<file path="src/utoa_pkg.sv">
// Package for the radix converter: mode codes, widths and digit helpers.
`timescale 1ns / 1ps
`default_nettype none
package utoa_pkg;

	localparam int VALUE_WIDTH_DEF = 32;
	localparam int IN_VALUE_W = 32;
	localparam int MODE_W = 3;
	localparam int CHAR_W = 7;
	localparam int CNT_W = 6;

	// Digit store: one entry per possible digit, binary being the longest.
	localparam int MAX_DIGITS = IN_VALUE_W;
	localparam int DIG_IW = $clog2(MAX_DIGITS);
	localparam int OCT_DIGITS = (IN_VALUE_W + 2) / 3;
	localparam int HEX_DIGITS = IN_VALUE_W / 4;

	// Binary to BCD conversion: ten decimal digits, four input bits per stage.
	localparam int BCD_DIGITS = 10;
	localparam int BCD_W = 4 * BCD_DIGITS;
	localparam int DD_BITS = 4;
	localparam int DD_STAGES = IN_VALUE_W / DD_BITS;

	typedef enum logic [MODE_W-1:0] {
		MODE_BIN = 3'd0,
		MODE_OCT = 3'd1,
		MODE_DEC = 3'd2,
		MODE_HEXL = 3'd3,
		MODE_HEXU = 3'd4
	} mode_t;

	// Character for one digit value.
	function automatic logic [CHAR_W-1:0] digit_char(input logic [3:0] d, input logic upper);
		logic [CHAR_W-1:0] r;
		if (d < 4'd10) begin
			r = 7'd48 + {3'd0, d};
		end else if (upper) begin
			r = 7'd55 + {3'd0, d};
		end else begin
			r = 7'd87 + {3'd0, d};
		end
		return r;
	endfunction

endpackage
`default_nettype wire

</file>
<file path="src/utoa_divstep.sv">
// One pipeline stage of the binary to BCD conversion: four shift and add-three steps.
`timescale 1ns / 1ps
`default_nettype none
module utoa_divstep
	import utoa_pkg::*;
(
	input  wire logic                  clk,
	input  wire logic                  arst_n,
	input  wire logic                  en,
	input  wire logic                  vin,
	input  wire logic [MODE_W-1:0]     mode_in,
	input  wire logic [IN_VALUE_W-1:0] bin_in,
	input  wire logic [BCD_W-1:0]      bcd_in,
	output logic                       vout,
	output logic [MODE_W-1:0]          mode_out,
	output logic [IN_VALUE_W-1:0]      bin_out,
	output logic [BCD_W-1:0]           bcd_out
);

	logic [IN_VALUE_W-1:0] bin;
	logic [BCD_W-1:0] bcd;

	// The binary word is rotated rather than shifted, so after all stages it
	// is back in its original order and still serves the power-of-two modes.
	always_comb begin
		bin = bin_in;
		bcd = bcd_in;
		for (int s = 0; s < DD_BITS; s++) begin
			for (int k = 0; k < BCD_DIGITS; k++) begin
				if (bcd[4*k +: 4] >= 4'd5) bcd[4*k +: 4] = bcd[4*k +: 4] + 4'd3;
			end
			bcd = {bcd[BCD_W-2:0], bin[IN_VALUE_W-1]};
			bin = {bin[IN_VALUE_W-2:0], bin[IN_VALUE_W-1]};
		end
	end

	always_ff @(posedge clk or negedge arst_n) begin
		if (!arst_n) begin
			vout <= 1'b0;
		end else if (en) begin
			vout <= vin;
		end
	end

	always_ff @(posedge clk) begin
		if (en) begin
			mode_out <= mode_in;
			bin_out <= bin;
			bcd_out <= bcd;
		end
	end

endmodule
`default_nettype wire

</file>
<file path="src/unsigned_to_ascii_radix_unit.sv">
// Top level of the unsigned to ASCII radix converter.
`timescale 1ns / 1ps
`default_nettype none
// Channel  Dir  Handshake         Payload
// s_axis   in   tvalid / tready   tdata = {value, mode}
// m_axis   out  tvalid / tready   tdata = {char_count, character}, tlast = last_digit
//
// An accepted word passes an input register and eight conversion stages, each
// taking four bits of the binary to BCD conversion, before it reaches the digit
// serialiser; the serialiser loads it and then writes its first word to the
// output register. Words then leave one a cycle while tready is high; a value of
// n digits gives n words and holds the serialiser until the last is sent, and
// the next value loads in the cycle after its last word.
// Reset clears the valid bits, the serialiser and the output valid.
// While the last stage holds a value and the serialiser is busy the whole
// pipeline holds and tready is low; a stalled output word waits in the output
// register and no word is lost or repeated.
module unsigned_to_ascii_radix_unit
	import utoa_pkg::*;
#(
	parameter int VALUE_WIDTH = VALUE_WIDTH_DEF
) (
	input  wire logic        clk,
	input  wire logic        arst_n,
	input  wire logic        s_axis_tvalid,
	output logic             s_axis_tready,
	input  wire logic [39:0] s_axis_tdata,  // mode[2:0], value[34:3], zeros
	output logic             m_axis_tvalid,
	input  wire logic        m_axis_tready,
	output logic [15:0]      m_axis_tdata,  // character[6:0], char_count[12:7], zeros
	output logic             m_axis_tlast   // last_digit
);

	// Only the low VALUE_WIDTH bits of the value take part.
	localparam int EW = (VALUE_WIDTH < IN_VALUE_W) ? VALUE_WIDTH : IN_VALUE_W;
	localparam logic [IN_VALUE_W-1:0] VAL_MASK = {IN_VALUE_W{1'b1}} >> (IN_VALUE_W - EW);
	localparam int LAST = DD_STAGES - 1;

	logic [IN_VALUE_W-1:0] in_val;
	logic [MODE_W-1:0] in_mode;
	logic mode_ok;

	logic v_s1;
	logic [MODE_W-1:0] mode_s1;
	logic [IN_VALUE_W-1:0] val_s1;

	logic [DD_STAGES-1:0] dd_v_s;
	logic [MODE_W-1:0] dd_mode_s [DD_STAGES];
	logic [IN_VALUE_W-1:0] dd_bin_s [DD_STAGES];
	logic [BCD_W-1:0] dd_bcd_s [DD_STAGES];

	logic pipe_en;
	logic load;
	logic emit;
	logic last_w;
	logic out_free;
	logic [3*OCT_DIGITS-1:0] oct_ext;
	logic [3:0] ld_dig [MAX_DIGITS];
	logic [CNT_W-1:0] ld_cnt;
	logic [DIG_IW-1:0] rd_idx;

	logic busy_q;
	logic upper_q;
	logic [3:0] dig_q [MAX_DIGITS];
	logic [CNT_W-1:0] cnt_q, idx_q;

	assign in_val = s_axis_tdata[34:3];
	assign in_mode = s_axis_tdata[2:0];
	assign mode_ok = (in_mode == MODE_BIN) || (in_mode == MODE_OCT) ||
		(in_mode == MODE_DEC) || (in_mode == MODE_HEXL) || (in_mode == MODE_HEXU);

	// The pipeline moves unless a converted value is waiting for the serialiser.
	assign pipe_en = !dd_v_s[LAST] || !busy_q;
	assign load = dd_v_s[LAST] && !busy_q;
	assign s_axis_tready = pipe_en;

	assign out_free = !m_axis_tvalid || m_axis_tready;
	assign emit = busy_q && out_free;
	assign last_w = (idx_q == CNT_W'(1));
	assign rd_idx = DIG_IW'(idx_q - CNT_W'(1));

	// Conversion stages; words with an unused mode are taken but already dropped at the input register.
	for (genvar k = 0; k < DD_STAGES; k++) begin : g_dd
		if (k == 0) begin : g_first
			utoa_divstep u_dd (
				.clk(clk), .arst_n(arst_n), .en(pipe_en),
				.vin(v_s1), .mode_in(mode_s1), .bin_in(val_s1), .bcd_in('0),
				.vout(dd_v_s[k]), .mode_out(dd_mode_s[k]),
				.bin_out(dd_bin_s[k]), .bcd_out(dd_bcd_s[k])
			);
		end else begin : g_next
			utoa_divstep u_dd (
				.clk(clk), .arst_n(arst_n), .en(pipe_en),
				.vin(dd_v_s[k-1]), .mode_in(dd_mode_s[k-1]),
				.bin_in(dd_bin_s[k-1]), .bcd_in(dd_bcd_s[k-1]),
				.vout(dd_v_s[k]), .mode_out(dd_mode_s[k]),
				.bin_out(dd_bin_s[k]), .bcd_out(dd_bcd_s[k])
			);
		end
	end

	// Digits of the finished value, least significant first, and their count.
	// A zero value still gives one digit.
	always_comb begin
		oct_ext = (3*OCT_DIGITS)'(dd_bin_s[LAST]);
		for (int i = 0; i < MAX_DIGITS; i++) ld_dig[i] = 4'd0;
		case (dd_mode_s[LAST]) inside
			MODE_BIN: begin
				for (int i = 0; i < MAX_DIGITS; i++) ld_dig[i] = {3'd0, dd_bin_s[LAST][i]};
			end
			MODE_OCT: begin
				for (int i = 0; i < OCT_DIGITS; i++) ld_dig[i] = {1'b0, oct_ext[3*i +: 3]};
			end
			MODE_DEC: begin
				for (int i = 0; i < BCD_DIGITS; i++) ld_dig[i] = dd_bcd_s[LAST][4*i +: 4];
			end
			MODE_HEXL, MODE_HEXU: begin
				for (int i = 0; i < HEX_DIGITS; i++) ld_dig[i] = dd_bin_s[LAST][4*i +: 4];
			end
			default: ;
		endcase
		ld_cnt = CNT_W'(1);
		for (int i = 1; i < MAX_DIGITS; i++) begin
			if (ld_dig[i] != 4'd0) ld_cnt = CNT_W'(i + 1);
		end
	end

	always_ff @(posedge clk or negedge arst_n) begin
		if (!arst_n) begin
			v_s1 <= 1'b0;
			busy_q <= 1'b0;
			idx_q <= '0;
			m_axis_tvalid <= 1'b0;
		end else begin
			if (pipe_en) v_s1 <= s_axis_tvalid && mode_ok;
			if (load) begin
				busy_q <= 1'b1;
				idx_q <= ld_cnt;
			end else if (emit) begin
				idx_q <= idx_q - CNT_W'(1);
				if (last_w) busy_q <= 1'b0;
			end
			if (emit) begin
				m_axis_tvalid <= 1'b1;
			end else if (m_axis_tready) begin
				m_axis_tvalid <= 1'b0;
			end
		end
	end

	always_ff @(posedge clk) begin
		if (pipe_en) begin
			mode_s1 <= in_mode;
			val_s1 <= in_val & VAL_MASK;
		end
		if (load) begin
			for (int i = 0; i < MAX_DIGITS; i++) dig_q[i] <= ld_dig[i];
			cnt_q <= ld_cnt;
			upper_q <= (dd_mode_s[LAST] == MODE_HEXU);
		end
		// Digits go out most significant first; the count rides on the last.
		if (emit) begin
			m_axis_tdata <= {3'd0, (last_w ? cnt_q : CNT_W'(0)),
				digit_char(dig_q[rd_idx], upper_q)};
			m_axis_tlast <= last_w;
		end
	end

endmodule
`default_nettype wire
</file>
<file path="config.mk">
export PLATFORM = sky130hd
export DESIGN_NAME = unsigned_to_ascii_radix_unit
export DESIGN_NICKNAME = d
export VERILOG_FILES = /design/src/utoa_pkg.sv /design/src/utoa_divstep.sv /design/src/unsigned_to_ascii_radix_unit.sv
export SDC_FILE = /design/constraint.sdc
export NUM_CORES = 1
export LEC_CHECK = 0
export BUFFER_PORTS_ARGS = -buffer_cell sky130_fd_sc_hd__buf_2
export CAP_MARGIN = 20
export CORE_UTILIZATION = 55
export CTS_CLUSTER_DIAMETER = 100
export DETAILED_ROUTE_END_ITERATION = 7
export GPL_TIMING_DRIVEN = 0
export PLACE_DENSITY = 0.74
export SYNTH_ARGS = -nofsm -noshare
export SYNTH_HDL_FRONTEND = slang
export SYNTH_SLANG_ARGS = --single-unit
</file>
<file path="constraint.sdc">
create_clock -name clk -period 12.5 [get_ports clk]
set_input_delay 0 -clock clk [delete_from_list [all_inputs] [get_ports clk]]
set_output_delay 0 -clock clk [all_outputs]
set_load 0.05 [all_outputs]
</file>
==> out/metrics.yaml <==
status: "finished, final reports clean"
synth-seq-cells: 592
drv_slew: 0
final_antenna_net_count: 0
syn_inst: 3406
die_y_um: 265
place.port_buffers: 54
grt_antenna_before_repair: 0
critPathMaxFanout: 4
drc_errors: 0
grt-ovfl-total: 0
met3_usage_pct: 3.43
yosysSeqAreaShare_pct: 46.5
clock_path_buffers: 3
routed_wl_um: 66700
drt_iter0_drc: 1455
busiest_layer: "met2"
cts_sinks: 592
synth-edff-count: 575
clkTransAtPathRegs_ns: 0.06
via_count: 25200
hold_viol: 0
htreeDepth: 3
viasPerCell: 5.58
async_reset_ff_share_pct: 2.87
required_ns: 12.84
finalSetupViolations: 0
period_needed_ns: 5.06
syn_area_per_cell_um2: 11.2
grt_usage_pct: 19.1
cp_top_family: "compound AO/OA/AOI/OAI gates"
synth_cell_types: 98
cp-end-kind: "flip-flop"
worst_slew_margin_rel_pct: 40.5
grt_max_degree: 125
coreArea_um2: 68500
drtPass1Iterations: 7
tightest_slew_ns: 0.887
worstSetupPathType: "reg2reg"
worst-path-buf-inv: 2
finish.utilization_pct: 61.7
top_level_ports: 63
cpMaxStageDelayCell: "a211oi_1"
syn-cell-area_um2: 38000
cpPeakStageDelay_ns: 0.51
initial_core_util_pct: 55.5
clk_latency_ns: 0.62
startpoint_type: "flip-flop"
fillers: 5421
layout-drive-gt1-share_pct: 9.93
finalSetupTns_ns: 0
grt_pass1_wl_um: 112000
met1_usage_pct: 23.5
num-nets-final: 3941
numCtsBuffers: 67
min_path_type: "in2reg"
dpl.hpwl_um: 48000
fin_crit_sh_pct: 40.5
arrival_ns: 5.40
layout_common_cells: "575 x edfxtp_1, 362 x inv_1, 321 x ha_1, 211 x mux2i_1, 192 x nor2_1"
dpl-instance-area_um2: 39500
finClkSkew_ns: 0.0250
rsz0062_at_grt: "false"
final_common_cell: "edfxtp_1"
cts_tree: "done"
cap_viol_max_count: 0
cts_setup_buffers: 0
fmax_mhz: 198
place.gp.congestion: 0.904
syn2layout_area_growth_pct: 11.1
met2_usage_pct: 33.9
crit_chain: "inv_1 > ha_1 > nand2b_1 > a21oi_1 > xnor2_1 > ha_1 > nor2b_1 > a2111oi_0 > a211oi_1 > xor2_1 > inv_1 > ha_1 > nor2b_1 > nor3_1 > a211oi_1 > xor2_1 > ha_1 > nor2b_1 > o21a_1 > mux2i_1"
num_rows: 96
root_buffer: "clkbuf_16"
num_antenna_cells: 0
grt_pass1_vias: 24400
final_area_um2: 42200
die_area_um2: 70200
cp_common_cell: "ha_1"
die_w_um: 265
ys.flop_type: "edfxtp_1"
wl_per_cell_um: 14.8
synth_warnings: 0
==> worst paths after layout <==
check | slack (ns) | endpoint | cells past startpoint | from
min | 0.09 | val_s1[27]$_DFFE_PP_ | 2 | s_axis_tdata[30]
max | 7.44 | g_dd[4].g_next.u_dd.bcd_out[10]$_DFFE_PP_ | 20 | g_dd[3].g_next.u_dd.bcd_out[8]$_DFFE_PP_
min reg2reg | 0.41 | g_dd[6].g_next.u_dd.bin_out[29]$_DFFE_PP_ | 0 | g_dd[5].g_next.u_dd.bin_out[25]$_DFFE_PP_
min in group asynchronous | 0.57 | v_s1$_DFFE_PN0P_ | 3 | arst_n
max reg2reg | 7.44 | g_dd[4].g_next.u_dd.bcd_out[10]$_DFFE_PP_ | 20 | g_dd[3].g_next.u_dd.bcd_out[8]$_DFFE_PP_
max in group asynchronous | 11.44 | idx_q[3]$_DFFE_PN0P_ | 3 | arst_n
==> metrics by stage <==
stage	setup slack, ns	std cells	hold WS (ns)
finish	7.44	4509	0.0913
global route	6.84	4509	0.0652
CTS	7.38	4508	0.0511
global placement	2.90	4344	-0.0587
detailed placement	7.40	4349	-0.0635
floorplan	4.99	3408	-0.296
==> synth_stat cells (9+ instances only) <==
cell,number,area (µm²)
a211o_1,23,201
a211oi_1,35,263
a21bo_2,9,90.1
a21boi_0,19,143
a21o_1,52,390
a21oi_1,160,801
a22o_1,14,123
a22oi_1,39,293
a2bb2oi_1,14,123
a31oi_1,35,219
and2_1,58,363
and3_1,14,87.6
buf_2,10,50.1
clkbuf_1,26,97.6
dfrtp_1,17,425
edfxtp_1,575,17300
ha_1,321,4020
inv_1,363,1360
mux2_2,114,1280
mux2i_1,211,2110
mux4_2,16,360
nand2_1,155,582
nand2b_1,130,813
nand3_1,26,130
nor2_1,192,721
nor2b_1,84,526
nor3_1,45,225
nor3b_1,49,368
o2111a_1,9,101
o211ai_1,16,120
o21a_1,39,293
o21ai_0,132,661
o21ai_1,16,80.1
o22a_1,13,114
o31ai_1,10,75.1
or3_1,15,93.8
xnor2_1,117,1020
xor2_1,32,280
==> kinds of logic (layout without fill, tap and decap cells) <==
family | after synthesis | in the layout | synth area share, %
adders and majority gates | 321 | 321 | 10.6
xor gates and xnor gates | 150 | 150 | 3.48
and+or+nand+nor | 832 | 832 | 11.5
buffers and inverters | 407 | 626 | 4.09
other | 1 | 3 | 0.00987
AOI/OAI and AO/OA | 760 | 760 | 13.8
DFF | 592 | 592 | 46.5
muxes | 343 | 343 | 9.98
==> cell type report <==
type,instances,area (µm²),area share [%]
multi-input cells,2409,18800,44.5
flip-flops and latches,592,17700,41.9
clock buffers,71,1690,4.01
inverters,364,1370,3.24
well taps,882,1100,2.61
repair buffers,99,798,1.89
clock inverters,49,599,1.42
plain buffers,43,188,0.444
==> sequential cells by signal (all words and copies together) (netlist names) <==
| register | count |
|---|---|
| g_dd.g_next.u_dd.mode_out | 21 |
| upper_q | 1 |
| g_dd.g_first.u_dd.bin_out | 32 |
| m_axis_tlast | 1 |
| mode_s1 | 3 |
| g_dd.g_next.u_dd.vout | 7 |
| m_axis_tvalid | 1 |
| dig_q | 63 |
| v_s1 | 1 |
| g_dd.g_first.u_dd.vout | 1 |
| cnt_q | 5 |
| busy_q | 1 |
| g_dd.g_first.u_dd.bcd_out | 4 |
| val_s1 | 32 |
| g_dd.g_next.u_dd.bin_out | 222 |
| m_axis_tdata | 13 |
| g_dd.g_first.u_dd.mode_out | 3 |
| g_dd.g_next.u_dd.bcd_out | 175 |
| idx_q | 6 |
==> metal layers <==
| metal | wire length, µm | up-vias |
|---|---|---|
| li1 | - | 12800 |
| met1 | 29400 | 11800 |
| met2 | 32600 | 419 |
| met3 | 2750 | 128 |
| met4 | 1950 | 0 |
| met5 | 0 | - |
==> worst register-to-register path, delay by kind of cell, from the launching register on <==
| kind | cells | cell delay (ns) |
|---|---|---|
| AOI/OAI and AO/OA | 5 | 1.52 |
| xor gates and xnor gates | 3 | 0.86 |
| adders and majority gates | 4 | 0.89 |
| buffers and inverters | 2 | 0.24 |
| DFF | 1 | 0.42 |
| muxes | 1 | 0.08 |
| and+or+nand+nor | 5 | 0.78 |
==> what timing repair did <==
item                      4_1_cts  5_1_grt
gates resized for setup         0        0
hold endpoints to repair       56        0
hold buffers                   39        0
Power is left out: the tool's default activity adds up to more than one toggle a clock period on the data nets, which glitch-free logic cannot reach.
